$ cat config.mk
export PLATFORM = sky130hd
export DESIGN_NAME = hvrh_prep
export DESIGN_NICKNAME = d
export VERILOG_FILES = /design/src/humidity_voltage_to_rh_unit_macros.svh /design/src/hvrh_pkg.sv /design/src/hvrh_prep.sv
export SDC_FILE = /design/constraint.sdc
export NUM_CORES = 2
export LEC_CHECK = 0
export BUFFER_PORTS_ARGS = -buffer_cell sky130_fd_sc_hd__buf_2
export CORE_ASPECT_RATIO = 1.5
export CORE_MARGIN = 8
export CORE_UTILIZATION = 40
export CTS_BUF_LIST = sky130_fd_sc_hd__clkbuf_4 sky130_fd_sc_hd__clkbuf_8
export DETAILED_ROUTE_END_ITERATION = 10
export RECOVER_POWER = 100
export REMOVE_ABC_BUFFERS = 1
export SYNTH_ARGS = -nofsm -noshare
export SYNTH_HDL_FRONTEND = slang
export SYNTH_SLANG_ARGS = --single-unit
$ cat constraint.sdc
create_clock -name clk -period 7.3 [get_ports clk]
set_input_delay 1.46 -clock clk [delete_from_list [all_inputs] [get_ports clk]]
set_output_delay 1.46 -clock clk [all_outputs]
set_load 0.02 [all_outputs]
$ cat src/humidity_voltage_to_rh_unit_macros.svh
// Assertion macros used by the humidity conversion RTL.
`ifndef HUMIDITY_VOLTAGE_TO_RH_UNIT_MACROS_SVH
`define HUMIDITY_VOLTAGE_TO_RH_UNIT_MACROS_SVH

// Same-cycle implication, checked outside reset.
`define HVRH_ASSERT_IMP(label, clk, rst_n, ante, cons) \
    label: assert property (@(posedge clk) disable iff (!rst_n) (ante) |-> (cons)) \
        else $error("hvrh same-cycle check failed");

// Next-cycle implication, checked outside reset.
`define HVRH_ASSERT_NXT(label, clk, rst_n, ante, cons) \
    label: assert property (@(posedge clk) disable iff (!rst_n) (ante) |=> (cons)) \
        else $error("hvrh next-cycle check failed");

`endif

$ cat src/hvrh_pkg.sv
// Shared widths, constants and types of the humidity conversion pipeline.
`default_nettype none
package hvrh_pkg;

    localparam int VoltW    = 21;
    localparam int TempW    = 15;
    localparam int OffW     = 21;
    localparam int GainW    = 17;
    localparam int GainEffW = 16;
    localparam int CfgIdxW  = 1;
    localparam int CfgDataW = 21;
    localparam int RhW      = 14;
    localparam int StatW    = 2;
    localparam int FiveVW   = 24;
    localparam int TdivW    = 24;
    localparam int Num0W    = 31;
    localparam int NumW     = 54;
    localparam int DenW     = 40;
    localparam int QuotBits = 14;

    localparam logic [OffW-1:0]  OffsetDefault = 21'd850000;
    localparam logic [OffW-1:0]  OffsetMin     = 21'd500000;
    localparam logic [OffW-1:0]  OffsetMax     = 21'd1500000;
    localparam logic [GainW-1:0] GainDefault   = 17'd31000;
    localparam logic [GainW-1:0] GainMin       = 17'd20000;
    localparam logic [GainW-1:0] GainMax       = 17'd50000;

    localparam logic signed [TdivW:0] TdivBase  = 25'sd10546000;
    localparam logic signed [TdivW:0] TdivSlope = 25'sd216;
    localparam logic [TdivW-1:0]      TdivScale = 24'd10000000;
    localparam logic [Num0W-1:0]      PctScale  = 31'd100;

    localparam logic [RhW-1:0] LimitError = 14'd11000;
    localparam logic [RhW-1:0] LimitClamp = 14'd10010;

    typedef enum logic [CfgIdxW-1:0] {
        CfgOffset = 1'b0,
        CfgGain   = 1'b1
    } hvrh_cfg_idx_t;

    typedef enum logic [StatW-1:0] {
        StatusNormal = 2'd0,
        StatusClamp  = 2'd1,
        StatusError  = 2'd2
    } hvrh_status_t;

    typedef struct packed {
        logic            neg;
        logic [NumW-1:0] num;
        logic [DenW-1:0] den;
    } hvrh_frac_t;

    typedef struct packed {
        logic                err;
        logic [QuotBits-1:0] quot;
        logic [NumW-1:0]     rem;
        logic [DenW-1:0]     den;
    } hvrh_div_t;

    typedef struct packed {
        logic [RhW-1:0] rh;
        hvrh_status_t   status;
    } hvrh_res_t;

endpackage
`default_nettype wire

$ cat src/hvrh_prep.sv
// Front stages: calibration, voltage offset, temperature divisor and the three products.
`default_nettype none
module hvrh_prep
(
    input  wire logic                            clk,
    input  wire logic                            rst_n,
    input  wire logic                            en,
    input  wire logic                            in_take,
    input  wire logic [hvrh_pkg::VoltW-1:0]      voltage_uv,
    input  wire logic signed [hvrh_pkg::TempW-1:0] temp_centi,
    input  wire logic                            temp_valid,
    input  wire logic [hvrh_pkg::OffW-1:0]       offset_cfg,
    input  wire logic [hvrh_pkg::GainW-1:0]      gain_cfg,
    output logic                                 frac_valid,
    output hvrh_pkg::hvrh_frac_t                 frac
);

    logic [hvrh_pkg::OffW-1:0]       off_eff;
    logic [hvrh_pkg::GainW-1:0]      gain_sel;
    logic [hvrh_pkg::FiveVW-1:0]     five_v;
    logic signed [hvrh_pkg::TdivW:0] tdiv_s;

    logic                          s1_valid_reg;
    logic                          s1_neg_reg;
    logic                          s1_tv_reg;
    logic [hvrh_pkg::FiveVW-1:0]   s1_diff_reg;
    logic [hvrh_pkg::GainEffW-1:0] s1_gain_reg;
    logic [hvrh_pkg::TdivW-1:0]    s1_tdiv_reg;

    logic                          s2_valid_reg;
    logic                          s2_neg_reg;
    logic                          s2_tv_reg;
    logic [hvrh_pkg::Num0W-1:0]    s2_num_reg;
    logic [hvrh_pkg::DenW-1:0]     s2_den_reg;

    logic                          s3_valid_reg;
    hvrh_pkg::hvrh_frac_t          s3_frac_reg;
    hvrh_pkg::hvrh_frac_t          s3_frac_next;

    always_comb
    begin
        off_eff = offset_cfg;
        if (offset_cfg < hvrh_pkg::OffsetMin || offset_cfg > hvrh_pkg::OffsetMax)
        begin
            off_eff = hvrh_pkg::OffsetDefault;
        end
        gain_sel = gain_cfg;
        if (gain_cfg < hvrh_pkg::GainMin || gain_cfg > hvrh_pkg::GainMax)
        begin
            gain_sel = hvrh_pkg::GainDefault;
        end
        five_v = hvrh_pkg::FiveVW'({voltage_uv, 2'b00}) + hvrh_pkg::FiveVW'(voltage_uv);
        tdiv_s = hvrh_pkg::TdivBase
               - (hvrh_pkg::TdivW + 1)'(temp_centi) * hvrh_pkg::TdivSlope;
    end

    always_comb
    begin
        s3_frac_next.neg = s2_neg_reg;
        s3_frac_next.den = s2_den_reg;
        if (s2_tv_reg)
        begin
            s3_frac_next.num = hvrh_pkg::NumW'(s2_num_reg)
                             * hvrh_pkg::NumW'(hvrh_pkg::TdivScale);
        end
        else
        begin
            s3_frac_next.num = hvrh_pkg::NumW'(s2_num_reg);
        end
    end

    always_ff @(posedge clk or negedge rst_n)
    begin
        if (!rst_n)
        begin
            s1_valid_reg <= 1'b0;
            s2_valid_reg <= 1'b0;
            s3_valid_reg <= 1'b0;
        end
        else if (en)
        begin
            s1_valid_reg <= in_take;
            s2_valid_reg <= s1_valid_reg;
            s3_valid_reg <= s2_valid_reg;
        end
    end

    always_ff @(posedge clk)
    begin
        if (en)
        begin
            s1_neg_reg  <= five_v < hvrh_pkg::FiveVW'(off_eff);
            s1_tv_reg   <= temp_valid;
            s1_diff_reg <= five_v - hvrh_pkg::FiveVW'(off_eff);
            s1_gain_reg <= gain_sel[hvrh_pkg::GainEffW-1:0];
            s1_tdiv_reg <= tdiv_s[hvrh_pkg::TdivW-1:0];

            s2_neg_reg <= s1_neg_reg;
            s2_tv_reg  <= s1_tv_reg;
            s2_num_reg <= hvrh_pkg::Num0W'(s1_diff_reg) * hvrh_pkg::PctScale;
            if (s1_tv_reg)
            begin
                s2_den_reg <= hvrh_pkg::DenW'(s1_gain_reg) * hvrh_pkg::DenW'(s1_tdiv_reg);
            end
            else
            begin
                s2_den_reg <= hvrh_pkg::DenW'(s1_gain_reg);
            end

            s3_frac_reg <= s3_frac_next;
        end
    end

    assign frac_valid = s3_valid_reg;
    assign frac       = s3_frac_reg;

endmodule
`default_nettype wire

==> impl_metrics.tcl <==
set metrics [dict create \
    postRouteAntennaNets 0 \
    fp-row-count 130 \
    clk_pin_slew_worst_paths_ns 0.08 \
    required_ns 7.64 \
    cts_max_level 2 \
    max_freq_mhz 145 \
    cap_violations 3 \
    fill_cells 8274 \
    cp_max_fo 13 \
    worst_setup_path_end_kind "flip-flop" \
    synthesis.area_um2 33600 \
    clkSinkCount 230 \
    final_hold_viol_count 0 \
    clk_path_buf_depth 3 \
    post-route-period-util_pct 94.8 \
    ios 175 \
    first_global_vias 26300 \
    coreArea_um2 83600 \
    cts_buffers 41 \
    synth-seq-cells 230 \
    drt_iter0_drc 911 \
    ys_seq_area_share_pct 20.5 \
    seq_area_um2 6890 \
    finalClockSkew_ns 0.0456 \
    die_area_um2 93800 \
    die_w_um 253 \
    cts_tree "done" \
    synthTopCellsByArea "fa_1, edfxtp_1, ha_1" \
    slew_headroom_pct -283 \
    start_util_pct 40.2 \
    worstSetupPathType "flip-flop to flip-flop" \
    cts_root_buffer "clkbuf_8" \
    gp_routability_congestion 0.905 \
    status "complete, but fails checks" \
    syn2layout_area_growth_pct 9.34 \
    die_h_um 371 \
    first_pass_iters 7 \
    violations "capacitance limit, slew limit" \
    insertion_delay_ns 0.63 \
    drcViolationCount 0 \
    wl_per_cell_um 17.9 \
    synth_cells 3411 \
    cp-start-kind "flip-flop" \
    largest_reg_flops 93 \
    yosysTopAreaCell "fa_1" \
    fin_setup_tns_ns 0 \
    tightest_slew_ns 5.75 \
    routed_via_density 4.97 \
    nNetsFinal 4634 \
    synth_edf_count 227 \
    rsz0062_at_grt "no" \
    hold_path_class "flip-flop to flip-flop" \
    antenna_found_initial 6 \
    placed_cells 4675 \
    arrival_ns 7.26 \
    layout-drive-gt1-share_pct 6.30 \
    yosysTopAreaCellShare_pct 27.1 \
    synth.distinct_cells 72 \
    ys.flop_type "edfxtp_1" \
    vias 23600 \
    setup_viol 0 \
    track_usage_pct 18.7 \
    async_flop_share_pct 1.30 \
    grt_pass1_wl_um 137000 \
    maxSlewViolCount 177 \
    avgSynthCellArea_um2 9.86 \
    period_needed_ns 6.92 \
    postCtsHoldBufs 0 \
    grt-ovfl-total 0 \
    wirelength_um 85300 \
    synth_warnings 0 \
    grt_start_max_net_pins 135 \
    final_cells 4760 \
    io_buffers 172 \
    multiInputGateArea_um2 23500 \
    hpwl_um 72000 \
]
critical path: stages (launching register included):
cell and delay [ns]:
edfxtp_1 0.66, nand2_1 0.15, fa_1 0.53, inv_1 0.06
fa_1 0.54, inv_1 0.06, fa_1 0.49, inv_1 0.05
fa_1 0.52, inv_1 0.05, fa_1 0.47, inv_1 0.05
fa_1 0.43, ha_1 0.39, and3_1 0.23, nand4_1 0.10
nor3_1 0.27, o21ai_0 0.23, a21oi_1 0.27, o21ai_0 0.24
a211oi_1 0.27, buf_4 0.17, o211a_1 0.17, o21ai_0 0.08
nor3b_1 0.14
stage by stage:
step	hold slack, ns	utilization [%]	worst slack, ns	instance area [um2]
after floorplan	0.400	-	1.09	33300
after global placement	0.404	43.0	0.444	36000
after detailed placement	0.405	43.0	0.333	36000
after CTS	0.408	44.0	0.363	36800
after global routing	0.419	44.0	0.0304	36800
final	0.412	44.0	0.380	36800
metal layers:
metal / global-route usage [%] / share of wire (%) / vias to the layer above
met5: 0 / 0.015 / -
met3: 2.17 / 3.4 / 239
met4: 10.4 / 6.2 / 2
li1: - / - / 11300
met1: 17.8 / 35 / 11600
met2: 37.7 / 56 / 429
cell usage after synthesis (all sizes together) (30+ instances only):
cell type    n
inv        793
nand2      298
edfxtp     227
nor3        30
a21o        72
xnor2       83
mux2        33
nand3       40
fa         456
xor2        54
clkbuf      71
ha         493
and2       160
o21ai       69
a21oi      130
nor2       104
cell type report:
type / instances / area share [%]
multi-input cells: 2314 / 63.8
flip-flops and latches: 230 / 18.7
inverters: 794 / 8.11
well taps: 1122 / 3.82
repair buffers: 225 / 3.20
clock buffers: 46 / 1.67
clock inverters: 25 / 0.640
diodes: 4 / 0.0272
kinds of logic (layout without fill, tap and decap cells):
group	after synthesis	count (layout)	synth area share [%]
buffers and inverters	868	1090	9.71
AO/OA/AOI/OAI	426	426	8.41
other	1	6	0.0112
adder cells (fa/ha/maj)	949	949	45.5
multiplexers	43	43	1.40
XOR/XNOR	137	137	3.57
AND/OR/NAND/NOR	757	757	10.9
flip-flops	230	230	20.5
layout by cell type, fill, tap and decap left out, drive strengths merged, types with 6 or more instances in the layout:
master  instances
a211oi         19
a21o           72
a21oi         130
a31o            6
a31oi          11
and2          160
and3           13
buf           122
clkbuf        149
clkinv         17
edfxtp        227
fa            456
ha            493
inv           793
mux2           33
mux2i          10
nand2         298
nand2b         27
nand3          40
nand4          10
nor2          104
nor2b          27
nor3           30
nor3b           7
nor4            6
o211ai          8
o21a           27
o21ai          69
o21bai         13
o31ai          12
or2             7
or3            16
xnor2          83
xor2           54
what timing repair did:
| item | in CTS | in global routing |
|---|---|---|
| resized for setup | 0 | 1 |
| buffers inserted | 0 | 10 |
| setup endpoints to repair | 0 | 5 |
| endpoints found under the hold margin | 0 | 0 |
worst paths after layout:
| kind | from | endpoint | slack, ns | cells past startpoint |
|---|---|---|---|---|
| worst max-delay path | s1_gain_reg[2]$_SDFFCE_PP0P_ | s2_den_reg[38]$_SDFFCE_PN0P_ | 0.38 | 24 |
| max in group asynchronous | rst_n | frac_valid$_DFFE_PN0P_ | 6.48 | 1 |
| worst min-delay path | s2_den_reg[13]$_DFFE_PP_ | frac[13]$_DFFE_PP_ | 0.41 | 0 |
| worst min register to register | s2_den_reg[13]$_DFFE_PP_ | frac[13]$_DFFE_PP_ | 0.41 | 0 |
| min in group asynchronous | rst_n | s1_valid_reg$_DFFE_PN0P_ | 0.67 | 1 |
| worst max register to register | s1_gain_reg[2]$_SDFFCE_PP0P_ | s2_den_reg[38]$_SDFFCE_PN0P_ | 0.38 | 24 |
Power is left out: the tool's default activity adds up to more than one toggle a clock period on the data nets, which glitch-free logic cannot reach.
