File: config.mk
export PLATFORM = sky130hd
export DESIGN_NAME = hvrh_div
export DESIGN_NICKNAME = d
export VERILOG_FILES = /design/src/humidity_voltage_to_rh_unit_macros.svh /design/src/hvrh_pkg.sv /design/src/hvrh_div_stage.sv /design/src/hvrh_div.sv
export SDC_FILE = /design/constraint.sdc
export NUM_CORES = 2
export LEC_CHECK = 0
export BUFFER_PORTS_ARGS = -buffer_cell sky130_fd_sc_hd__buf_2
export CORE_UTILIZATION = 55
export CTS_CLUSTER_DIAMETER = 30
export DETAILED_ROUTE_END_ITERATION = 16
export PLACE_DENSITY_LB_ADDON = 0.2
export SYNTH_ARGS = -nofsm -noshare
export SYNTH_HDL_FRONTEND = slang
export SYNTH_SLANG_ARGS = --single-unit
File: constraint.sdc
create_clock -name clk -period 5.4 [get_ports clk]
set_input_delay 1.08 -clock clk [delete_from_list [all_inputs] [get_ports clk]]
set_output_delay 1.08 -clock clk [all_outputs]
set_load 0.01 [all_outputs]
File: src/humidity_voltage_to_rh_unit_macros.svh
// Assertion macros used by the humidity conversion RTL.
`ifndef HUMIDITY_VOLTAGE_TO_RH_UNIT_MACROS_SVH
`define HUMIDITY_VOLTAGE_TO_RH_UNIT_MACROS_SVH

// Same-cycle implication, checked outside reset.
`define HVRH_ASSERT_IMP(label, clk, rst_n, ante, cons) \
    label: assert property (@(posedge clk) disable iff (!rst_n) (ante) |-> (cons)) \
        else $error("hvrh same-cycle check failed");

// Next-cycle implication, checked outside reset.
`define HVRH_ASSERT_NXT(label, clk, rst_n, ante, cons) \
    label: assert property (@(posedge clk) disable iff (!rst_n) (ante) |=> (cons)) \
        else $error("hvrh next-cycle check failed");

`endif

File: src/hvrh_pkg.sv
// Shared widths, constants and types of the humidity conversion pipeline.
`default_nettype none
package hvrh_pkg;

    localparam int VoltW    = 21;
    localparam int TempW    = 15;
    localparam int OffW     = 21;
    localparam int GainW    = 17;
    localparam int GainEffW = 16;
    localparam int CfgIdxW  = 1;
    localparam int CfgDataW = 21;
    localparam int RhW      = 14;
    localparam int StatW    = 2;
    localparam int FiveVW   = 24;
    localparam int TdivW    = 24;
    localparam int Num0W    = 31;
    localparam int NumW     = 54;
    localparam int DenW     = 40;
    localparam int QuotBits = 14;

    localparam logic [OffW-1:0]  OffsetDefault = 21'd850000;
    localparam logic [OffW-1:0]  OffsetMin     = 21'd500000;
    localparam logic [OffW-1:0]  OffsetMax     = 21'd1500000;
    localparam logic [GainW-1:0] GainDefault   = 17'd31000;
    localparam logic [GainW-1:0] GainMin       = 17'd20000;
    localparam logic [GainW-1:0] GainMax       = 17'd50000;

    localparam logic signed [TdivW:0] TdivBase  = 25'sd10546000;
    localparam logic signed [TdivW:0] TdivSlope = 25'sd216;
    localparam logic [TdivW-1:0]      TdivScale = 24'd10000000;
    localparam logic [Num0W-1:0]      PctScale  = 31'd100;

    localparam logic [RhW-1:0] LimitError = 14'd11000;
    localparam logic [RhW-1:0] LimitClamp = 14'd10010;

    typedef enum logic [CfgIdxW-1:0] {
        CfgOffset = 1'b0,
        CfgGain   = 1'b1
    } hvrh_cfg_idx_t;

    typedef enum logic [StatW-1:0] {
        StatusNormal = 2'd0,
        StatusClamp  = 2'd1,
        StatusError  = 2'd2
    } hvrh_status_t;

    typedef struct packed {
        logic            neg;
        logic [NumW-1:0] num;
        logic [DenW-1:0] den;
    } hvrh_frac_t;

    typedef struct packed {
        logic                err;
        logic [QuotBits-1:0] quot;
        logic [NumW-1:0]     rem;
        logic [DenW-1:0]     den;
    } hvrh_div_t;

    typedef struct packed {
        logic [RhW-1:0] rh;
        hvrh_status_t   status;
    } hvrh_res_t;

endpackage
`default_nettype wire

File: src/hvrh_div_stage.sv
// One restoring division step that resolves a single quotient bit.
`default_nettype none
module hvrh_div_stage
#(
    parameter int SHIFT = hvrh_pkg::QuotBits - 1
)
(
    input  wire logic                clk,
    input  wire logic                rst_n,
    input  wire logic                en,
    input  wire logic                valid_in,
    input  wire hvrh_pkg::hvrh_div_t d_in,
    output logic                     valid_out,
    output hvrh_pkg::hvrh_div_t      d_out
);

    localparam int WideW = hvrh_pkg::NumW + 1;

    logic [WideW-1:0]    den_sh;
    logic                ge;
    hvrh_pkg::hvrh_div_t d_next;
    logic                valid_reg;
    hvrh_pkg::hvrh_div_t d_reg;

    always_comb
    begin
        den_sh = WideW'(d_in.den) << SHIFT;
        ge     = {1'b0, d_in.rem} >= den_sh;
        d_next = d_in;
        d_next.quot[SHIFT] = ge;
        if (ge)
        begin
            d_next.rem = d_in.rem - den_sh[hvrh_pkg::NumW-1:0];
        end
    end

    always_ff @(posedge clk or negedge rst_n)
    begin
        if (!rst_n)
        begin
            valid_reg <= 1'b0;
        end
        else if (en)
        begin
            valid_reg <= valid_in;
        end
    end

    always_ff @(posedge clk)
    begin
        if (en)
        begin
            d_reg <= d_next;
        end
    end

    assign valid_out = valid_reg;
    assign d_out     = d_reg;

endmodule
`default_nettype wire

File: src/hvrh_div.sv
// Pipelined divider: range check followed by one stage per quotient bit.
`default_nettype none
module hvrh_div
(
    input  wire logic                 clk,
    input  wire logic                 rst_n,
    input  wire logic                 en,
    input  wire logic                 frac_valid,
    input  wire hvrh_pkg::hvrh_frac_t frac,
    output logic                      quot_valid,
    output hvrh_pkg::hvrh_div_t       quot
);

    localparam int Stages = hvrh_pkg::QuotBits;
    localparam int WideW  = hvrh_pkg::NumW + 1;

    logic                pre_valid_reg;
    hvrh_pkg::hvrh_div_t pre_reg;
    hvrh_pkg::hvrh_div_t pre_next;
    logic [WideW-1:0]    den_full;

    logic                chain_valid [Stages+1];
    hvrh_pkg::hvrh_div_t chain_d     [Stages+1];

    always_comb
    begin
        den_full      = WideW'(frac.den) << Stages;
        pre_next.err  = frac.neg || ({1'b0, frac.num} >= den_full);
        pre_next.quot = '0;
        pre_next.rem  = frac.num;
        pre_next.den  = frac.den;
    end

    always_ff @(posedge clk or negedge rst_n)
    begin
        if (!rst_n)
        begin
            pre_valid_reg <= 1'b0;
        end
        else if (en)
        begin
            pre_valid_reg <= frac_valid;
        end
    end

    always_ff @(posedge clk)
    begin
        if (en)
        begin
            pre_reg <= pre_next;
        end
    end

    assign chain_valid[0] = pre_valid_reg;
    assign chain_d[0]     = pre_reg;

    for (genvar k = 0; k < Stages; k++)
    begin : g_step
        hvrh_div_stage
        #(
            .SHIFT (Stages - 1 - k)
        )
        u_step
        (
            .clk       (clk),
            .rst_n     (rst_n),
            .en        (en),
            .valid_in  (chain_valid[k]),
            .d_in      (chain_d[k]),
            .valid_out (chain_valid[k+1]),
            .d_out     (chain_d[k+1])
        );
    end

    assign quot_valid = chain_valid[Stages];
    assign quot       = chain_d[Stages];

endmodule
`default_nettype wire

==> results.py <==
metrics = {
    "clock_network": {
        "cts_max_path_buffers": 4,
        "clk_latency_ns": 0.96,
        "cts-root-buf": "clkbuf_16",
        "postCtsSetupBuffers": 0,
        "cts_tree": "built",
        "cts_max_level": 5,
        "cts_buffers": 353,
        "cts_sinks": 1545,
        "clk_pin_slew_ns": 0.06,
    },
    "die": {
        "dieArea_um2": 163000,
        "ioPinCount": 209,
        "start_util_pct": 55.4,
        "chipHeight_um": 404,
        "die_x_um": 404,
        "rows": 147,
        "core_area_um2": 161000,
    },
    "worst_setup_path": {
        "arrival_ns": 5.39,
        "slowest_stage": "o31ai_1",
        "cp-end-kind": "register",
        "startpoint_type": "register",
        "crit_path_cell_trace": "inv_1 -> ha_1 -> inv_1 -> fa_1 -> nand3_1 -> nand2_1 -> a211o_1 -> o31ai_1 -> o211ai_1 -> a21o_1 -> a41oi_1 -> o21ai_0 -> a21oi_4 -> buf_12 -> mux2_2",
        "crit_family": "compound AO/OA/AOI/OAI gates",
        "crit_required_ns": 6.04,
        "slowest_delay_ns": 0.49,
        "cp.buffers_inverters": 3,
        "crit_fanout": 82,
        "cpMostUsedCell": "inv_1",
        "crit_type": "reg -> reg",
    },
    "routing": {
        "routed_wl_mm": 212,
        "wl_per_cell_um": 19.3,
        "drc": 0,
        "drt_iter0_drc": 3753,
        "firstDrtPassIters": 5,
        "vias": 62657,
        "ant_nets": 0,
        "avgViaCountPerCell": 5.70,
    },
    "place": {
        "port_buffers": 208,
        "dp_hpwl_mm": 161,
        "dp.cells": 10376,
        "routabilityCongestion": 0.977,
        "placed_cell_area_um2": 91900,
    },
    "logic_synthesis": {
        "synth.avg_cell_area_um2": 10.7,
        "syn_nets": 9008,
        "ys_async_sr_fraction_pct": 0.971,
        "ys_seq_area_share_pct": 52.0,
        "ys.flop_type": "edfxtp_1",
        "yosys.cell_types.count": 109,
        "netlist_area_um2": 89000,
        "yosys_warnings": 0,
        "synthCells": 8295,
        "ys_ff_latch": 1545,
        "synth_enable_flop_cells": 1530,
    },
    "sta": {
        "worst_pin_slew_ns": 1.08,
        "fin_skew_ns": 0.0698,
        "rsz0062_at_grt": "false",
        "slew_viol_final": 0,
        "setup_violations": 0,
        "slew_headroom_pct": 28.1,
        "post-route-period-util_pct": 88.0,
        "final.setup.tns_ns": 0,
        "min_period_ns": 4.75,
        "fmax_mhz": 211,
        "finalHoldViolCount": 0,
    },
    "layout": {
        "design_area_um2": 103000,
        "instances_no_fill": 10997,
        "largest_reg_flops": 1435,
        "nets": 9285,
        "fin_util_pct": 64.4,
        "n_antenna_cell": 0,
        "area_growth_pct": 16.3,
        "drive_gt1_share_pct": 11.7,
    },
    "outcome": {
        "outcome": "finished, final reports clean",
    },
    "grt": {
        "grt_pass1_wl_mm": 332,
        "grt_max_degree": 125,
        "grt_usage_pct": 25.8,
        "grt_pass1_vias": 64503,
        "grt_overflow": 0,
        "antenna_found_initial": 2,
    },
    "power_and_ir_drop": {
        "ir_worst_vdd_v": 0.000521,
        "p_per_area_nw_per_um2": 604,
        "leakage_nw": 41.8,
        "p_total_mw": 62.5,
    },
    "min_path": {
        "hp-class": "in -> reg",
    },
    "run": {
        "drv_cap": 0,
    },
}
cell type report:
| class | count | area [um2] |
|---|---|---|
| clock inverter | 225 | 2550 |
| sequential | 1545 | 46300 |
| clock buffer | 395 | 9050 |
| tap | 2160 | 2700 |
| multi-input combinational | 5638 | 38100 |
| fill | 12335 | 57100 |
| inverter | 737 | 2770 |
| timing repair buffer | 297 | 1990 |
synth_stat cells (all sizes together), types with 21 or more instances:
| cell | instances | area [um2] |
|---|---|---|
| a211oi | 36 | 290 |
| a21o | 292 | 2190 |
| a21oi | 772 | 3890 |
| a221oi | 24 | 234 |
| a31o | 21 | 184 |
| a31oi | 67 | 425 |
| and2 | 25 | 156 |
| and3 | 48 | 300 |
| buf | 178 | 1180 |
| clkbuf | 197 | 739 |
| edfxtp | 1530 | 45900 |
| ha | 600 | 7510 |
| inv | 737 | 2770 |
| mux2 | 109 | 1230 |
| nand2 | 664 | 2490 |
| nand2b | 76 | 475 |
| nand3 | 153 | 766 |
| nand4 | 153 | 957 |
| nor2 | 527 | 1980 |
| nor2b | 77 | 482 |
| nor3 | 125 | 636 |
| nor4 | 74 | 505 |
| o211ai | 34 | 265 |
| o21a | 77 | 578 |
| o21ai | 601 | 3020 |
| o21bai | 86 | 646 |
| o31ai | 36 | 275 |
| or2 | 25 | 156 |
| or3 | 37 | 231 |
| xnor2 | 313 | 2740 |
| xor2 | 281 | 2460 |
timing repair:
action                                 in CTS  in global routing
hold buffers                                1                  0
endpoints found under the hold margin      15                  0
gates resized for setup                     0                  0
placed cells by master, fill, tap and decap left out, types with 35 or more instances in the layout:
master,instances
edfxtp_1,1530
a21oi_1,767
inv_1,733
nand2_1,662
ha_1,600
o21ai_0,580
nor2_1,527
clkbuf_16,356
xnor2_1,313
a21o_1,292
xor2_1,281
buf_2,207
nand4_1,153
nand3_1,153
nor3_1,123
mux2_2,104
o21bai_1,86
nor2b_1,76
nand2b_1,76
o21a_1,75
nor4_1,66
a31oi_1,66
buf_4,66
clkinv_1,56
and3_1,48
bufinv_16,48
clkinv_2,43
clkbuf_1,39
or3_1,37
o31ai_1,35
worst paths after layout:
path,start,end,slack (ns),cells past startpoint
setup / recovery,g_step[4].u_step.d_out[48],g_step[5].u_step.d_out[63],0.65,15
hold / removal,frac[47],chain_d[1573],0.32,1
setup reg to reg,g_step[4].u_step.d_out[48],g_step[5].u_step.d_out[63],0.65,15
hold reg to reg,g_step[10].u_step.d_out[98],g_step[11].u_step.d_out[98],0.41,0
max in group asynchronous,rst_n,g_step[10].u_step.valid_out,4.55,2
min in group asynchronous,rst_n,g_step[4].u_step.valid_out,0.59,2
worst register-to-register path: stages (launching register included):
cell and delay, ns:
edfxtp_1 0.36, inv_1 0.08, ha_1 0.17, inv_1 0.07, fa_1 0.41, nand3_1 0.10, nand2_1 0.11, a211o_1 0.37
o31ai_1 0.49, o211ai_1 0.31, a21o_1 0.30, a41oi_1 0.39, o21ai_0 0.35, a21oi_4 0.24, buf_12 0.29, mux2_2 0.43
layer usage:
layer  vias to the layer above  GRT usage (%)  wire [um]
met5                         -              0          0
met4                         0           20.3      17200
met3                       653           3.83       7570
met2                      1754           49.5     114000
met1                     29327           24.2      74100
li1                      30923              -          -
per-stage QoR:
stage | setup slack, ns | hold WS [ns]
global placement | 0.115 | 0.400
global route | 0.547 | 0.263
finish | 0.650 | 0.316
CTS | 0.738 | 0.238
floorplan | 1.74 | 0.400
detailed placement | 0.795 | 0.405
power breakdown:
| part | switching [mW] | leakage (nW) | internal (mW) |
|---|---|---|---|
| Combinational | 13.4 | 21.2 | 9.39 |
| Clock | 6.42 | 5.60 | 14.2 |
| Sequential | 1.69 | 15.0 | 17.4 |
| Total | 21.5 | 41.8 | 41.1 |
cell families after synthesis:
family	Yosys count	share of synthesized area (%)
simple gates	2074	11.1
buf+inv	1112	5.27
mux	114	1.44
flops	1545	52.0
xor+xnor	594	5.85
fa+ha+maj	614	8.75
compound gates	2242	15.5
No activity file was read; power rests on OpenSTA's default activity.
