===== src/humidity_voltage_to_rh_unit_macros.svh =====
// Assertion macros used by the humidity conversion RTL.
`ifndef HUMIDITY_VOLTAGE_TO_RH_UNIT_MACROS_SVH
`define HUMIDITY_VOLTAGE_TO_RH_UNIT_MACROS_SVH

// Same-cycle implication, checked outside reset.
`define HVRH_ASSERT_IMP(label, clk, rst_n, ante, cons) \
    label: assert property (@(posedge clk) disable iff (!rst_n) (ante) |-> (cons)) \
        else $error("hvrh same-cycle check failed");

// Next-cycle implication, checked outside reset.
`define HVRH_ASSERT_NXT(label, clk, rst_n, ante, cons) \
    label: assert property (@(posedge clk) disable iff (!rst_n) (ante) |=> (cons)) \
        else $error("hvrh next-cycle check failed");

`endif


===== src/hvrh_pkg.sv =====
// Shared widths, constants and types of the humidity conversion pipeline.
`default_nettype none
package hvrh_pkg;

    localparam int VoltW    = 21;
    localparam int TempW    = 15;
    localparam int OffW     = 21;
    localparam int GainW    = 17;
    localparam int GainEffW = 16;
    localparam int CfgIdxW  = 1;
    localparam int CfgDataW = 21;
    localparam int RhW      = 14;
    localparam int StatW    = 2;
    localparam int FiveVW   = 24;
    localparam int TdivW    = 24;
    localparam int Num0W    = 31;
    localparam int NumW     = 54;
    localparam int DenW     = 40;
    localparam int QuotBits = 14;

    localparam logic [OffW-1:0]  OffsetDefault = 21'd850000;
    localparam logic [OffW-1:0]  OffsetMin     = 21'd500000;
    localparam logic [OffW-1:0]  OffsetMax     = 21'd1500000;
    localparam logic [GainW-1:0] GainDefault   = 17'd31000;
    localparam logic [GainW-1:0] GainMin       = 17'd20000;
    localparam logic [GainW-1:0] GainMax       = 17'd50000;

    localparam logic signed [TdivW:0] TdivBase  = 25'sd10546000;
    localparam logic signed [TdivW:0] TdivSlope = 25'sd216;
    localparam logic [TdivW-1:0]      TdivScale = 24'd10000000;
    localparam logic [Num0W-1:0]      PctScale  = 31'd100;

    localparam logic [RhW-1:0] LimitError = 14'd11000;
    localparam logic [RhW-1:0] LimitClamp = 14'd10010;

    typedef enum logic [CfgIdxW-1:0] {
        CfgOffset = 1'b0,
        CfgGain   = 1'b1
    } hvrh_cfg_idx_t;

    typedef enum logic [StatW-1:0] {
        StatusNormal = 2'd0,
        StatusClamp  = 2'd1,
        StatusError  = 2'd2
    } hvrh_status_t;

    typedef struct packed {
        logic            neg;
        logic [NumW-1:0] num;
        logic [DenW-1:0] den;
    } hvrh_frac_t;

    typedef struct packed {
        logic                err;
        logic [QuotBits-1:0] quot;
        logic [NumW-1:0]     rem;
        logic [DenW-1:0]     den;
    } hvrh_div_t;

    typedef struct packed {
        logic [RhW-1:0] rh;
        hvrh_status_t   status;
    } hvrh_res_t;

endpackage
`default_nettype wire


===== src/hvrh_out.sv =====
// Limit checks and the output register with its skid stage.
`default_nettype none
`include "humidity_voltage_to_rh_unit_macros.svh"
module hvrh_out
(
    input  wire logic                      clk,
    input  wire logic                      rst_n,
    input  wire logic                      quot_valid,
    input  wire hvrh_pkg::hvrh_div_t       quot,
    input  wire logic                      out_stall,
    output logic                           pipe_en,
    output logic                           out_valid,
    output logic [hvrh_pkg::RhW-1:0]       rh_centi,
    output logic [hvrh_pkg::StatW-1:0]     status
);

    hvrh_pkg::hvrh_res_t fin;
    logic                rem_nz;
    logic                over_err;
    logic                over_clamp;
    logic                out_free;
    logic                res_err;
    logic                res_clamp;

    logic                out_valid_reg;
    logic                skid_valid_reg;
    hvrh_pkg::hvrh_res_t out_res_reg;
    hvrh_pkg::hvrh_res_t skid_res_reg;

    always_comb
    begin
        rem_nz     = quot.rem != '0;
        over_err   = quot.quot > hvrh_pkg::LimitError
                  || (quot.quot == hvrh_pkg::LimitError && rem_nz);
        over_clamp = quot.quot > hvrh_pkg::LimitClamp
                  || (quot.quot == hvrh_pkg::LimitClamp && rem_nz);
        if (quot.err || over_err)
        begin
            fin.rh     = '0;
            fin.status = hvrh_pkg::StatusError;
        end
        else if (over_clamp)
        begin
            fin.rh     = hvrh_pkg::LimitClamp;
            fin.status = hvrh_pkg::StatusClamp;
        end
        else
        begin
            fin.rh     = quot.quot;
            fin.status = hvrh_pkg::StatusNormal;
        end
    end

    assign out_free = !out_valid_reg || !out_stall;
    assign pipe_en  = !skid_valid_reg;

    always_ff @(posedge clk or negedge rst_n)
    begin
        if (!rst_n)
        begin
            out_valid_reg  <= 1'b0;
            skid_valid_reg <= 1'b0;
        end
        else if (skid_valid_reg)
        begin
            if (out_free)
            begin
                skid_valid_reg <= 1'b0;
            end
        end
        else if (quot_valid)
        begin
            if (out_free)
            begin
                out_valid_reg <= 1'b1;
            end
            else
            begin
                skid_valid_reg <= 1'b1;
            end
        end
        else if (out_free)
        begin
            out_valid_reg <= 1'b0;
        end
    end

    always_ff @(posedge clk)
    begin
        if (skid_valid_reg)
        begin
            if (out_free)
            begin
                out_res_reg <= skid_res_reg;
            end
        end
        else if (quot_valid)
        begin
            if (out_free)
            begin
                out_res_reg <= fin;
            end
            else
            begin
                skid_res_reg <= fin;
            end
        end
    end

    assign out_valid = out_valid_reg;
    assign rh_centi  = out_res_reg.rh;
    assign status    = out_res_reg.status;

    assign res_err   = out_valid_reg && out_res_reg.status == hvrh_pkg::StatusError;
    assign res_clamp = out_valid_reg && out_res_reg.status == hvrh_pkg::StatusClamp;

    `HVRH_ASSERT_IMP(a_skid_needs_out, clk, rst_n, skid_valid_reg, out_valid_reg)
    `HVRH_ASSERT_NXT(a_skid_holds, clk, rst_n, skid_valid_reg && out_stall, skid_valid_reg)
    `HVRH_ASSERT_IMP(a_error_zero, clk, rst_n, res_err, out_res_reg.rh == '0)
    `HVRH_ASSERT_IMP(a_clamp_value, clk, rst_n, res_clamp, out_res_reg.rh == hvrh_pkg::LimitClamp)

endmodule
`default_nettype wire


===== config.mk =====
export PLATFORM = sky130hd
export DESIGN_NAME = hvrh_out
export DESIGN_NICKNAME = d
export VERILOG_FILES = /design/src/hvrh_pkg.sv /design/src/hvrh_out.sv
export VERILOG_INCLUDE_DIRS = /design/src /design/src/src
export SDC_FILE = /design/constraint.sdc
export NUM_CORES = 1
export LEC_CHECK = 0
export ABC_AREA = 1
export BUFFER_PORTS_ARGS = -buffer_cell sky130_fd_sc_hd__buf_4
export CAP_MARGIN = 10
export CORE_MARGIN = 5
export CORE_UTILIZATION = 35
export CTS_BUF_LIST = sky130_fd_sc_hd__clkbuf_8
export CTS_CLUSTER_DIAMETER = 200
export DETAILED_ROUTE_END_ITERATION = 8
export PLACE_DENSITY_LB_ADDON = 0.3
export SLEW_MARGIN = 20
export SYNTH_ARGS = -nofsm -noshare
export SYNTH_HDL_FRONTEND = slang
export SYNTH_SLANG_ARGS = --single-unit

===== constraint.sdc =====
create_clock -name clk -period 5.62 [get_ports clk]
set_clock_uncertainty 0.1 [all_clocks]
set_input_delay 0.281 -clock clk [delete_from_list [all_inputs] [get_ports clk]]
set_output_delay 0.281 -clock clk [all_outputs]
set_load 0.005 [all_outputs]

==> results.yml, run 1 <==
drt:
  vias: 1815
  drc_errors: 0
  routed_wl_um: 4580
  drtIter0Drc: 76
  drtAntennaViolNets: 0
  viasPerCell: 4.61
  drtPass1Iterations: 4
  routedWlPerCell_um: 11.6
clock_tree:
  cts_tree: "built"
  cts-root-buf: "clkbuf_8"
  clock_sinks: 34
  cts-buffers-inserted: 5
  ctsLongestPathBuffers: 2
  cts.reportedPaths.clkPinSlew_ns: 0.06
  cts-resized-gates: 0
  worstSkewPairLatency_ns: 0.28
  ctsHtreeMaxLevel: 2
floorplan:
  std_cell_rows: 27
  die_h_um: 83.9
  initial_core_util_pct: 35.4
  core-area_um2: 5410
  ios: 131
  die_w_um: 83.9
  die_area_um2: 7040
layout:
  fill_cells: 538
  area_growth_pct: 42.5
  largest_reg_flops: 16
  seq_area_um2: 1010
  drive_gt1_share_pct: 34.8
  n_antenna_cell: 0
  nNetsFinal: 434
  multi_input_area_um2: 771
timing:
  max_freq_mhz: 457
  setup_slack_ns: 3.43
  hold_viol_final: 0
  setup_tns_ns: 0
  min_period_ns: 2.19
  rsz0062_at_grt: "no"
  drv_slew: 0
  tightest_slew_ns: 0.817
  period_share_pct: 38.9
  finalSetupViolCount: 0
  slew_headroom_pct: 45.4
placement:
  dp_hpwl_um: 3600
  numPortBuffers: 90
  gp_congestion: 0.859
  pre_cts_slack_ns: 3.15
power:
  p_per_area_nw_per_um2: 221
  power_switching_share_pct: 25.0
  p_leak_nw: 1.27
  seqPwrFrac_pct: 51.8
  pwr-share-clk_pct: 27.0
  ir_worst_vdd_mv: 0.0963
  combPwrFrac_pct: 21.2
  switching_power_w: 0.000150
  intPower_w: 0.000452
yosys:
  synth_top_cell_area_share_pct: 50.2
  ys_seq_area_share_pct: 52.8
  synth_ff_type: "edfxtp_1"
  syn_nets: 342
  synth_edf_count: 32
  synth_cells: 229
  avgSynthCellArea_um2: 8.35
  yosys_warnings: 0
  synth-seq-cells: 34
  synth_area_um2: 1910
  async_reset_ff_share_pct: 5.88
  synth_top_cells_by_area: "edfxtp_1 (50%), nand2_1 (14%), nor2_1 (8.2%)"
  yosysUniqueCellTypes: 28
  yosysTopAreaCell: "edfxtp_1"
global_routing:
  grt_pass1_wl_um: 7860
  antenna_found_initial: 0
  grt_util_all_layers_pct: 13.8
  grt_pass1_vias: 1828
  grt-ovfl-total: 0
  grt_max_degree: 24
run:
  maxCapViolations: 0
setup_path:
  end_kind: "output pin"
  critPathKind: "flop to output pin"
  start_kind: "flop"
  cp.arrival_ns: 1.81
  required_ns: 5.24
  path_max_fanout: 23
worst_hold_path:
  hp-class: "primary input to flop"
status:
  run_status: "complete, no violations"
-- final timing paths --
check                                      startpoint                       end  slack (ns)  cells after the start
max in group asynchronous                       rst_n  skid_valid_reg$_DFF_PN0_        5.11                      2
min in group asynchronous                       rst_n     out_valid$_DFFE_PN0P_        0.22                      2
max reg2reg                  skid_valid_reg$_DFF_PN0_     rh_centi[5]$_DFFE_PP_        3.66                      1
max                          skid_valid_reg$_DFF_PN0_                   pipe_en        3.43                      2
min                                         out_stall     out_valid$_DFFE_PN0P_        0.17                      3
min reg2reg                skid_res_reg[12]$_DFFE_PP_    rh_centi[10]$_DFFE_PP_        0.42                      2
-- critical path, stage by stage, from the launching register on --
cell and delay, ns:
dfrtp_1 0.80, inv_1 0.45, buf_4 0.27
-- area by class of cell --
cell class,instances,share of cell area [%]
Sequential cell,34,37.1
Multi-Input combinational cell,167,28.3
Timing Repair Buffer,92,25.4
Tap cell,72,3.30
Inverter,21,2.98
Clock buffer,5,2.52
Clock inverter,3,0.413
-- power groups by stage --
| stage | registers [W] | logic [W] | clock network, W |
|---|---|---|---|
| floorplan | 0.000316 | 0.0000583 | 0 |
| global placement | 0.000317 | 0.000127 | 0 |
| detailed placement | 0.000318 | 0.000129 | 0 |
| CTS | 0.000312 | 0.000130 | 0.000168 |
| global route | 0.000314 | 0.000144 | 0.000179 |
| finish | 0.000312 | 0.000128 | 0.000163 |
-- cells in the mapped netlist (2+ instances only) --
| cell | count |
|---|---|
| o21ai_0 | 4 |
| nand3_1 | 17 |
| nor2_2 | 3 |
| nand4_1 | 8 |
| clkbuf_1 | 2 |
| nor2_1 | 42 |
| a21oi_2 | 6 |
| nor3_1 | 6 |
| inv_1 | 19 |
| nand2_1 | 71 |
| dfrtp_1 | 2 |
| edfxtp_1 | 32 |
| or2_1 | 2 |
-- through the flow --
stage / hold WS (ns) / instances / util (%) / total power [W] / area, µm²
after floorplan: -0.115 / 229 / - / 0.000375 / 1910
after global placement: -0.0366 / 385 / 48.8 / 0.000445 / 2640
after detailed placement: -0.0334 / 385 / 48.8 / 0.000447 / 2640
after CTS: 0.175 / 394 / 50.4 / 0.000610 / 2730
after global routing: 0.192 / 394 / 50.4 / 0.000637 / 2730
final: 0.172 / 394 / 50.4 / 0.000602 / 2730
-- what timing repair did --
action | 4_1_cts | 5_1_grt
hold buffers | 1 | 0
setup buffers | 0 | 0
hold endpoints to repair | 2 | 0
endpoints found under the setup margin | 0 | 0
-- cell usage in the layout (no fill, tap or decap), drive strengths merged, types with 2 or more instances in the layout --
cell	count
clkbuf	5
nand2	72
nand3	17
or2	2
edfxtp	32
a21oi	8
nor3	7
inv	24
o21ai	4
buf	91
nor2	45
nand4	8
dfrtp	2
-- layer usage --
metal | vias up | track usage [%] | wire length [µm] | part of all wire [%]
met5 | - | 0 | 0 | 0
met4 | 0 | 6.14 | 67 | 1.5
met3 | 6 | 4.84 | 441 | 9.6
met2 | 86 | 23.8 | 2190 | 48
met1 | 790 | 15.4 | 1880 | 41
li1 | 933 | - | - | -
-- cell families (layout without fill, tap and decap cells) --
logic type,after synthesis,count (layout),share of synthesized area [%]
compound gates,14,14,5.62
flops,34,34,52.8
simple gates,153,153,34.4
buf+inv,28,121,7.13
Power figures use the tool's default switching activity.
==> run 2: changes to the inputs <==
==> constraint.sdc (replaced) <==
create_clock -name clk -period 2 [get_ports clk]
set_clock_uncertainty 0.1 [all_clocks]
set_input_delay 0.1 -clock clk [delete_from_list [all_inputs] [get_ports clk]]
set_output_delay 0.1 -clock clk [all_outputs]
set_load 0.005 [all_outputs]
==> results.yml, run 2 (synthesized netlist as in run 1, its figures left out) <==
global_routing:
  grt_max_degree: 17
  grt_pass1_wl_um: 7850
  grt_pass1_vias: 1860
  antenna_found_initial: 0
  grt_util_all_layers_pct: 13.7
  grt-ovfl-total: 0
clock_tree:
  cts-buffers-inserted: 5
  worstSkewPairLatency_ns: 0.28
  ctsHtreeMaxLevel: 2
  cts-root-buf: "clkbuf_8"
  cts-resized-gates: 0
  cts_tree: "built"
  ctsLongestPathBuffers: 2
  cts.reportedPaths.clkPinSlew_ns: 0.06
  clock_sinks: 34
  post_cts_buffers: 0
floorplan:
  die_h_um: 83.9
  core-area_um2: 5410
  die_w_um: 83.9
  die_area_um2: 7040
  initial_core_util_pct: 35.4
  std_cell_rows: 27
  ios: 131
power:
  pwr-share-clk_pct: 26.6
  switching_power_w: 0.000425
  finalPower_w: 0.00170
  seqPwrFrac_pct: 51.1
  ir_worst_vdd_mv: 0.275
  combPwrFrac_pct: 22.3
  p_per_area_nw_per_um2: 615
  power_switching_share_pct: 24.9
  p_leak_nw: 1.29
  intPower_w: 0.00128
layout:
  drive_gt1_share_pct: 35.8
  final_common_cell: "buf_4"
  post-route-util_pct: 51.2
  n_antenna_cell: 0
  area_growth_pct: 44.8
  stdcell_area_um2: 2770
  fill_cells: 539
  nNetsFinal: 440
  largest_reg_flops: 16
  final_cell_mix: "buf_4 (96), nand2_1 (71), nor2_1 (42)"
timing:
  min_period_ns: 1.63
  rsz0062_at_grt: "no"
  drv_slew: 0
  hold_viol_final: 0
  setup_slack_ns: 0.371
  tightest_slew_ns: 0.525
  slew_headroom_pct: 64.9
  period_share_pct: 81.5
  setup_tns_ns: 0
  finalSetupViolCount: 0
  max_freq_mhz: 614
setup_path:
  end_kind: "output pin"
  required_ns: 1.80
  path_max_fanout: 16
  critPathKind: "flop to output pin"
  start_kind: "flop"
  cp.arrival_ns: 1.43
placement:
  gp_congestion: 0.875
  dp_hpwl_um: 3780
  pre_cts_slack_ns: 0.146
  dpl-instance-area_um2: 2670
  numPortBuffers: 90
drt:
  vias: 1852
  drtAntennaViolNets: 0
  routed_wl_um: 4680
  viasPerCell: 4.64
  drc_errors: 0
  routedWlPerCell_um: 11.7
  drtIter0Drc: 115
  drtPass1Iterations: 5
worst_hold_path:
  hp-class: "primary input to asynchronous set/reset pin"
status:
  run_status: "complete, no violations"
run:
  maxCapViolations: 0
## run 2: cell count changes in the layout (fill, tap and decap cells not counted)
cell           previous run  this run
buf_4                    91        96
dlygate4sd3_1             1         2
inv_1                    22        21
## run 2: per-stage QoR
step	hold WS, ns	cells
6_report	0.0308	399
2_1_floorplan	-0.296	229
3_5_place_dp	-0.216	390
5_1_grt	0.0462	399
3_3_place_gp	-0.217	390
4_1_cts	0.0251	399
## run 2: path summary, 6_finish.rpt
kind / start / end / slack, ns / depth (start not counted)
setup / recovery: skid_valid_reg$_DFF_PN0_ / pipe_en / 0.37 / 2
min in group clk: quot_valid / skid_valid_reg$_DFF_PN0_ / 0.03 / 3
hold / removal: rst_n / out_valid$_DFFE_PN0P_ / 0.03 / 2
hold reg to reg: skid_res_reg[11]$_DFFE_PP_ / rh_centi[9]$_DFFE_PP_ / 0.42 / 2
setup reg to reg: skid_valid_reg$_DFF_PN0_ / rh_centi[11]$_DFFE_PP_ / 0.51 / 3
max in group asynchronous: rst_n / skid_valid_reg$_DFF_PN0_ / 1.68 / 2
## run 2: repair_timing
item | in CTS | in global routing
setup endpoints to repair | 0 | 0
hold buffers | 2 | 0
endpoints found under the hold margin | 3 | 0
## run 2: power groups by stage
stage | Clock (W) | Combinational (W) | Sequential (W)
after global placement | 0 | 0.000374 | 0.000885
after detailed placement | 0 | 0.000380 | 0.000886
after floorplan | 0 | 0.000165 | 0.000888
after CTS | 0.000462 | 0.000384 | 0.000871
final | 0.000454 | 0.000379 | 0.000871
after global routing | 0.000499 | 0.000422 | 0.000875
## run 2: worst max-delay path: stages (launching register included)
cell,delay (ns)
dfrtp_1,0.49
inv_1,0.45
buf_4,0.20
## run 2: area by class of cell
cell class,instances,area (µm²),area share (%)
Clock buffer,5,68.8,2.48
Clock inverter,2,7.51,0.271
Inverter,21,81.3,2.94
Multi-Input combinational cell,167,771,27.8
Sequential cell,34,1010,36.5
Tap cell,72,90.1,3.25
Timing Repair Buffer,98,741,26.7
## run 2: per-layer routing
| metal | global-route usage [%] | wire length (µm) | vias up |
|---|---|---|---|
| li1 | - | - | 947 |
| met1 | 14.8 | 1840 | 808 |
| met2 | 24.0 | 2360 | 93 |
| met3 | 4.64 | 440 | 4 |
| met4 | 6.29 | 36 | 0 |
| met5 | 0 | 0 | - |
==> run 3: changes to the inputs <==
==> constraint.sdc (replaced) <==
create_clock -name clk -period 1.3 [get_ports clk]
set_clock_uncertainty 0.1 [all_clocks]
set_input_delay 0.065 -clock clk [delete_from_list [all_inputs] [get_ports clk]]
set_output_delay 0.065 -clock clk [all_outputs]
set_load 0.005 [all_outputs]
==> results.yml, run 3 (synthesized netlist as in run 1, its figures left out) <==
status:
  run_status: "finished, violations left"
  violations: "negative hold slack"
global_routing:
  antenna_found_initial: 0
  grt_pass1_vias: 1948
  grt_util_all_layers_pct: 14.8
  grt_pass1_wl_um: 8340
  grt_max_degree: 19
  grt-ovfl-total: 0
drt:
  drtPass1Iterations: 4
  drtIter0Drc: 65
  drc_errors: 0
  vias: 1994
  routed_wl_um: 5460
  viasPerCell: 4.65
  drtAntennaViolNets: 0
  routedWlPerCell_um: 12.7
setup_path:
  crit_family: "simple AND/OR/NAND/NOR gates"
  r2r_slack_ns: 0.07
  start_kind: "primary input"
  critPathKind: "primary input to flop"
  cpPeakStageDelay_ns: 0.21
  path_max_fanout: 7
  cp.arrival_ns: 1.33
  slowest_stage: "or2_1"
  end_kind: "flop"
  crit_buf_inv: 3
  required_ns: 1.35
  path_cells: "buf_6 -> or2_1 -> nor2_1 -> nand2_1 -> nor2_2 -> nand2_2 -> a21oi_4 -> buf_12 -> buf_12 -> nand4_1 -> nand2_1"
run:
  maxCapViolations: 0
clock_tree:
  cts-root-buf: "clkbuf_8"
  cts_hold_buf: 3
  cts-buffers-inserted: 5
  cts.reportedPaths.clkPinSlew_ns: 0.07
  ctsLongestPathBuffers: 2
  worstSkewPairLatency_ns: 0.29
  cts_tree: "built"
  ctsHtreeMaxLevel: 2
  clock_sinks: 34
timing:
  finalSetupViolCount: 0
  min_period_ns: 1.27
  slew_headroom_pct: 86.2
  whs_ns: -0.0164
  drv_slew: 0
  hold_viol_final: 1
  rsz0062_at_grt: "yes"
  tightest_slew_ns: 0.206
  period_share_pct: 98.0
  max_freq_mhz: 785
placement:
  dp_hpwl_um: 4200
  numPortBuffers: 90
  placedCellCount: 411
  gp_congestion: 0.854
power:
  seqPwrFrac_pct: 46.3
  p_leak_nw: 1.50
  finalPower_w: 0.00289
  power_switching_share_pct: 26.1
  p_per_area_nw_per_um2: 881
  combPwrFrac_pct: 28.2
  intPower_w: 0.00213
  pwr-share-clk_pct: 25.5
  switching_power_w: 0.000755
  ir_worst_vdd_mv: 0.394
floorplan:
  die_area_um2: 7040
  ios: 131
  die_h_um: 83.9
  core-area_um2: 5410
  std_cell_rows: 27
  die_w_um: 83.9
  initial_core_util_pct: 35.4
layout:
  n_antenna_cell: 0
  post-route-util_pct: 60.7
  nNetsFinal: 469
  area_growth_pct: 71.4
  drive_gt1_share_pct: 51.8
  fill_cells: 486
  largest_reg_flops: 16
  layout.cells.non_filler: 429
  final_common_cell: "buf_4"
  final_cell_mix: "buf_4 (111), nand2_1 (65), nor2_1 (32), edfxtp_1 (32), inv_1 (14)"
worst_hold_path:
  hp-class: "primary input to flop"
## run 3: cell types whose count changed in the layout (fill, tap and decap cells not counted), sizes merged
cell	before	now
clkbuf	5	6
clkinvlp	0	1
buf	96	123
dlygate4sd3	2	3
clkinv	0	2
inv	23	21
## run 3: routing by layer
layer	GRT usage, %	vias to the layer above	routed length (µm)
met2	26.7	89	2770
met1	16.0	889	2130
met4	6.87	0	110
li1	-	1005	-
met5	0	-	0
met3	4.05	11	443
## run 3: worst register-to-register path, stage by stage (launching register included)
cell and delay (ns):
dfrtp_2 0.45, nor3_4 0.21, buf_12 0.18
## run 3: repair_timing
item	4_1_cts	5_1_grt
cloned	0	1
hold endpoints to repair	3	1
setup buffers	0	6
gates resized for setup	4	40
pin swaps	1	18
endpoints found under the setup margin	13	49
## run 3: metrics by stage
stage               TNS, ns  worst slack [ns]  instance area (µm²)  hold WS [ns]
detailed placement    -9.34            -0.370                 2940        -0.248
CTS                       0           0.00563                 3060        0.0131
global placement      -9.26            -0.348                 2940        -0.253
finish                    0            0.0255                 3280       -0.0164
global route         -0.789           -0.0700                 3280       -0.0211
floorplan             -4.70            -0.218                 1950        -0.331
## run 3: final cells by class
class / instances / area (µm²) / area share (%)
Tap cell: 72 / 90.1 / 2.75
Clock inverter: 3 / 16.3 / 0.496
Clock buffer: 5 / 68.8 / 2.10
Multi-Input combinational cell: 167 / 901 / 27.5
Timing Repair Buffer: 127 / 1100 / 33.6
Inverter: 21 / 88.8 / 2.71
Sequential cell: 34 / 1010 / 30.9
## run 3: path summary, 6_finish.rpt
path | end | cells past startpoint | startpoint
setup reg to reg | skid_res_reg[15]$_DFFE_PP_ | 2 | skid_valid_reg$_DFF_PN0_
hold reg to reg | rh_centi[13]$_DFFE_PP_ | 2 | skid_res_reg[15]$_DFFE_PP_
hold / removal | skid_valid_reg$_DFF_PN0_ | 3 | out_stall
setup / recovery | rh_centi[2]$_DFFE_PP_ | 11 | quot[40]
max in group asynchronous | skid_valid_reg$_DFF_PN0_ | 3 | rst_n
min in group asynchronous | out_valid$_DFFE_PN0P_ | 3 | rst_n
## run 3: power groups by stage
stage	combinational [W]	clock, W	sequential [W]
3_3_place_gp	0.000701	0	0.00136
4_1_cts	0.000720	0.000759	0.00134
5_1_grt	0.000884	0.000806	0.00135
6_report	0.000814	0.000737	0.00134
3_5_place_dp	0.000711	0	0.00136
2_1_floorplan	0.000267	0	0.00137
